## config.mk

```make
export PLATFORM = sky130hd
export DESIGN_NAME = tdp_rem
export DESIGN_NICKNAME = d
export VERILOG_FILES = /design/src/rtl/core/tdp_pkg.sv /design/src/rtl/core/tdp_rem.sv
export SDC_FILE = /design/constraint.sdc
export NUM_CORES = 1
export LEC_CHECK = 0
export BUFFER_PORTS_ARGS = -buffer_cell sky130_fd_sc_hd__clkbuf_2
export CAP_MARGIN = 30
export CORE_UTILIZATION = 40
export DETAILED_ROUTE_END_ITERATION = 8
export PLACE_DENSITY = 0.67
export SKIP_CTS_REPAIR_TIMING = 1
export SLEW_MARGIN = 20
export SYNTH_ARGS = -nofsm -noshare
export SYNTH_HDL_FRONTEND = slang
export SYNTH_SLANG_ARGS = --single-unit
```

## constraint.sdc

```tcl
create_clock -name clk -period 6.8 [get_ports clk]
set_input_delay 0.68 -clock clk [delete_from_list [all_inputs] [get_ports clk]]
set_output_delay 0.68 -clock clk [all_outputs]
set_load 0.03 [all_outputs]
```

## src/rtl/core/tdp_pkg.sv

```systemverilog
// ----------------------------------------------------------------------------
// tdp_pkg
// Shared constants for the trial-division prime test.
// ----------------------------------------------------------------------------
package tdp_pkg;

    localparam int VALUE_BITS_DEF = 16;
    localparam int FIRST_DIVISOR  = 2;

endpackage

```

## src/rtl/core/tdp_rem.sv

```systemverilog
// ----------------------------------------------------------------------------
// tdp_rem
// Bit-serial restoring remainder: one dividend bit per cycle, MSB first.
// ----------------------------------------------------------------------------
module tdp_rem #(
    parameter int WIDTH = tdp_pkg::VALUE_BITS_DEF
) (
    input  logic             clk,
    input  logic             rst_n,
    input  logic             start,
    input  logic [WIDTH-1:0] dividend,
    input  logic [WIDTH-1:0] divisor,
    output logic             done,
    output logic             rem_zero
);
    localparam int CNT_W = $clog2(WIDTH + 1);

    logic [WIDTH-1:0] rem_reg,   rem_next;
    logic [WIDTH-1:0] shift_reg, shift_next;
    logic [CNT_W-1:0] cnt_reg,   cnt_next;
    logic             done_reg,  done_next;
    logic [WIDTH:0]   trial;
    logic [WIDTH:0]   diff;

    assign trial = {rem_reg, shift_reg[WIDTH-1]};
    assign diff  = trial - {1'b0, divisor};

    always_comb
    begin
        rem_next   = rem_reg;
        shift_next = shift_reg;
        cnt_next   = cnt_reg;
        done_next  = 1'b0;
        if (start)
        begin
            rem_next   = '0;
            shift_next = dividend;
            cnt_next   = CNT_W'(WIDTH);
        end
        else if (cnt_reg != '0)
        begin
            // remainder always stays below the divisor, so it fits WIDTH bits
            if (trial >= {1'b0, divisor})
                rem_next = diff[WIDTH-1:0];
            else
                rem_next = trial[WIDTH-1:0];
            shift_next = {shift_reg[WIDTH-2:0], 1'b0};
            cnt_next   = cnt_reg - CNT_W'(1);
            done_next  = (cnt_reg == CNT_W'(1));
        end
    end

    always_ff @(posedge clk or negedge rst_n)
    begin
        if (!rst_n)
        begin
            cnt_reg  <= '0;
            done_reg <= 1'b0;
        end
        else
        begin
            cnt_reg  <= cnt_next;
            done_reg <= done_next;
        end
    end

    always_ff @(posedge clk)
    begin
        rem_reg   <= rem_next;
        shift_reg <= shift_next;
    end

    assign done     = done_reg;
    assign rem_zero = (rem_reg == '0);
endmodule

```

==> flow_metrics.py <==
metrics = {
    "worst_setup_path": {
        "r2r_end": "rem_reg[0]",
        "critPathLaunch": "divisor[3]",
        "reg2reg_slack_ns": 4.22,
        "worstPathRequired_ns": 7.00,
        "cp-end-kind": "flip-flop",
        "cp-start-kind": "input pin",
        "worst_r2r_path_depth": 8,
        "crit_fanout": 8,
        "timing.rr.start": "rem_reg[2]",
        "cp_data_arrival_time_ns": 2.88,
        "critPathKind": "input pin to flip-flop",
    },
    "floorplan": {
        "die_h_um": 82.64,
        "io_pins": 37,
        "die_x_um": 82.64,
        "placementRows": 29,
        "die-area_um2": 6829,
        "start_util_pct": 41.20,
        "core_region_area_um2": 6314,
    },
    "logic_synthesis": {
        "yosysTopAreaCell": "edfxtp_1",
        "syn_area_per_cell_um2": 9.599,
        "seq_area_frac_synth_pct": 36.56,
        "netlist_area_um2": 2601,
        "synth.most_common_cell": "nor2_1",
        "syn_inst": 271,
        "synth_nets": 326,
        "synth_xor_area_share_pct": 5.387,
        "muxShareOfSynthArea_pct": 10.53,
        "ys.flop_type": "edfxtp_1",
        "synth_seq_cells": 38,
        "synthAdderAreaFrac_pct": 9.909,
        "synth_top_family_by_area": "compound AO/OA/AOI/OAI gates",
        "synth_compound_area_share_pct": 16.74,
        "yosysWarnings": 0,
        "synth_edf_count": 16,
        "synth_simple_gate_area_share_pct": 15.30,
        "synthTopCellsByArea": "edfxtp_1 18%, dfxtp_1 12%, ha_1 9.1%, mux2_2 6.5%, dfrtp_1 5.8%",
        "async_reset_ff_share_pct": 15.79,
        "synth.distinct_cells": 49,
        "synth_top_area_share_pct": 18.47,
        "yosys-top-cells-count": "28 x nor2_1, 23 x inv_1, 19 x ha_1",
    },
    "place": {
        "dpl.cell_count": 375,
        "gp_congestion": 0.8243,
        "port-buffer-count": 36,
        "dp_hpwl_um": 4077,
    },
    "pwr": {
        "p_leak_nw": 1.311,
        "p_per_area_nw_per_um2": 390.0,
        "max-vdd-ir-drop_v": 0.0001658,
    },
    "route": {
        "routedWlPerCell_um": 14.40,
        "vias": 2062,
        "ant_nets": 0,
        "drtIter0Drc": 133,
        "drc": 0,
        "drtPass1Iterations": 4,
        "vias_per_cell": 5.384,
        "drt-total-wl_um": 5514,
    },
    "timing": {
        "min_period_over_period_pct": 39.32,
        "max_slew_margin_pct": 49.84,
        "tightest_slew_ns": 0.7524,
        "period_minus_slack_ns": 2.674,
        "setup_viol": 0,
        "tns_ns": 0,
        "skew_ns": 0.008660,
        "max_freq_ghz": 0.3740,
        "final_max_slew_viol_count": 0,
        "hold_viol_final": 0,
        "rsz0062_at_grt": "false",
    },
    "clock_network": {
        "htreeDepth": 2,
        "cts_buffer_depth": 2,
        "clock_latency_ns": 0.29,
        "tritoncts.num_buffers": 5,
        "path_clk_slew_ns": 0.08,
        "tritoncts": "yes",
        "clock-sinks": 38,
        "clockRootBuffer": "clkbuf_8",
    },
    "global_routing": {
        "grt_start_max_net_pins": 34,
        "antenna_found_initial": 0,
        "gr-total-overflow": 0,
        "grt_pass1_wl_um": 9094,
        "grt_usage_pct": 17.75,
        "grt_pass1_vias": 1878,
    },
    "final_layout": {
        "syn_to_final_growth_pct": 13.32,
        "fillers": 619,
        "final_nets": 360,
        "diodes": 0,
        "final_cells": 383,
        "layout-drive-gt1-share_pct": 21.90,
    },
    "job": {
        "drv_cap": 0,
    },
    "min_path": {
        "hp-class": "input pin to asynchronous set/reset pin",
    },
    "outcome": {
        "status": "complete, no violations",
    },
}
-- report_power, final --
group / internal [mW] / switching [mW]
sequential: 0.314 / 0.0599
clock: 0.108 / 0.0830
combinational: 0.265 / 0.319
total: 0.687 / 0.462
-- how the worst max path moves through the flow --
stage,end,slack [ns]
after floorplan,rem_reg[0],4.10
after global placement,rem_reg[0],3.88
after detailed placement,rem_reg[0],3.84
after CTS,rem_reg[0],4.14
after global routing,rem_reg[0],4.01
final,rem_reg[0],4.13
-- layout make-up --
| type | count | area [um2] | share of cell area, % |
|---|---|---|---|
| Timing Repair Buffer | 38 | 202.7 | 6.876 |
| Multi-Input combinational cell | 199 | 1505 | 51.06 |
| Clock inverter | 2 | 33.78 | 1.146 |
| Inverter | 23 | 86.33 | 2.929 |
| Sequential cell | 38 | 950.9 | 32.26 |
| Tap cell | 77 | 96.34 | 3.268 |
| Clock buffer | 6 | 72.57 | 2.462 |
-- routing by layer --
metal,vias to the layer above,share of wire [%],track usage (%)
li1,1049,-,-
met1,968,49,25.22
met2,40,46,27.38
met3,5,3.8,3.736
met4,0,1.1,4.138
met5,-,0,0
-- stage by stage --
step / area (um2) / setup slack [ns] / power [mW] / hold WS, ns / utilization, %
floorplan: 2601 / 4.100 / 0.8486 / 0.3844 / -
global placement: 2826 / 3.881 / 0.9454 / 0.5170 / 44.77
detailed placement: 2841 / 3.844 / 0.9598 / 0.5191 / 45.01
finish: 2948 / 4.126 / 1.150 / 0.2038 / 46.69
CTS: 2948 / 4.140 / 1.153 / 0.2044 / 46.69
global route: 2948 / 4.007 / 1.244 / 0.1980 / 46.69
-- placed cells by master, fill, tap and decap left out, types with 8 or more instances in the layout --
master	instances
a21oi_1	14
mux2i_1	9
xnor2_1	12
nor2_1	28
o21ai_0	8
dfxtp_1	16
inv_1	23
nand2_1	15
edfxtp_1	16
clkbuf_2	36
nand3_1	9
mux2_2	15
ha_1	19
a211oi_1	11
-- cell families (layout without fill, tap and decap cells) --
| logic type | count (synthesis) | after routing |
|---|---|---|
| compound gates | 58 | 58 |
| xor+xnor | 16 | 16 |
| fa+ha+maj | 20 | 20 |
| buf+inv | 34 | 69 |
| flops | 38 | 38 |
| mux | 25 | 25 |
| simple gates | 80 | 80 |
-- worst max-delay path, cell delays in order --
cell	delay, ns
clkbuf_2	0.07
inv_1	0.04
ha_1	0.35
a21o_1	0.20
a21oi_1	0.25
a211oi_2	0.14
or2_4	0.29
a31oi_4	0.32
mux2_4	0.34
a211oi_2	0.19
Note: power is estimated with default switching activity, not from simulation.
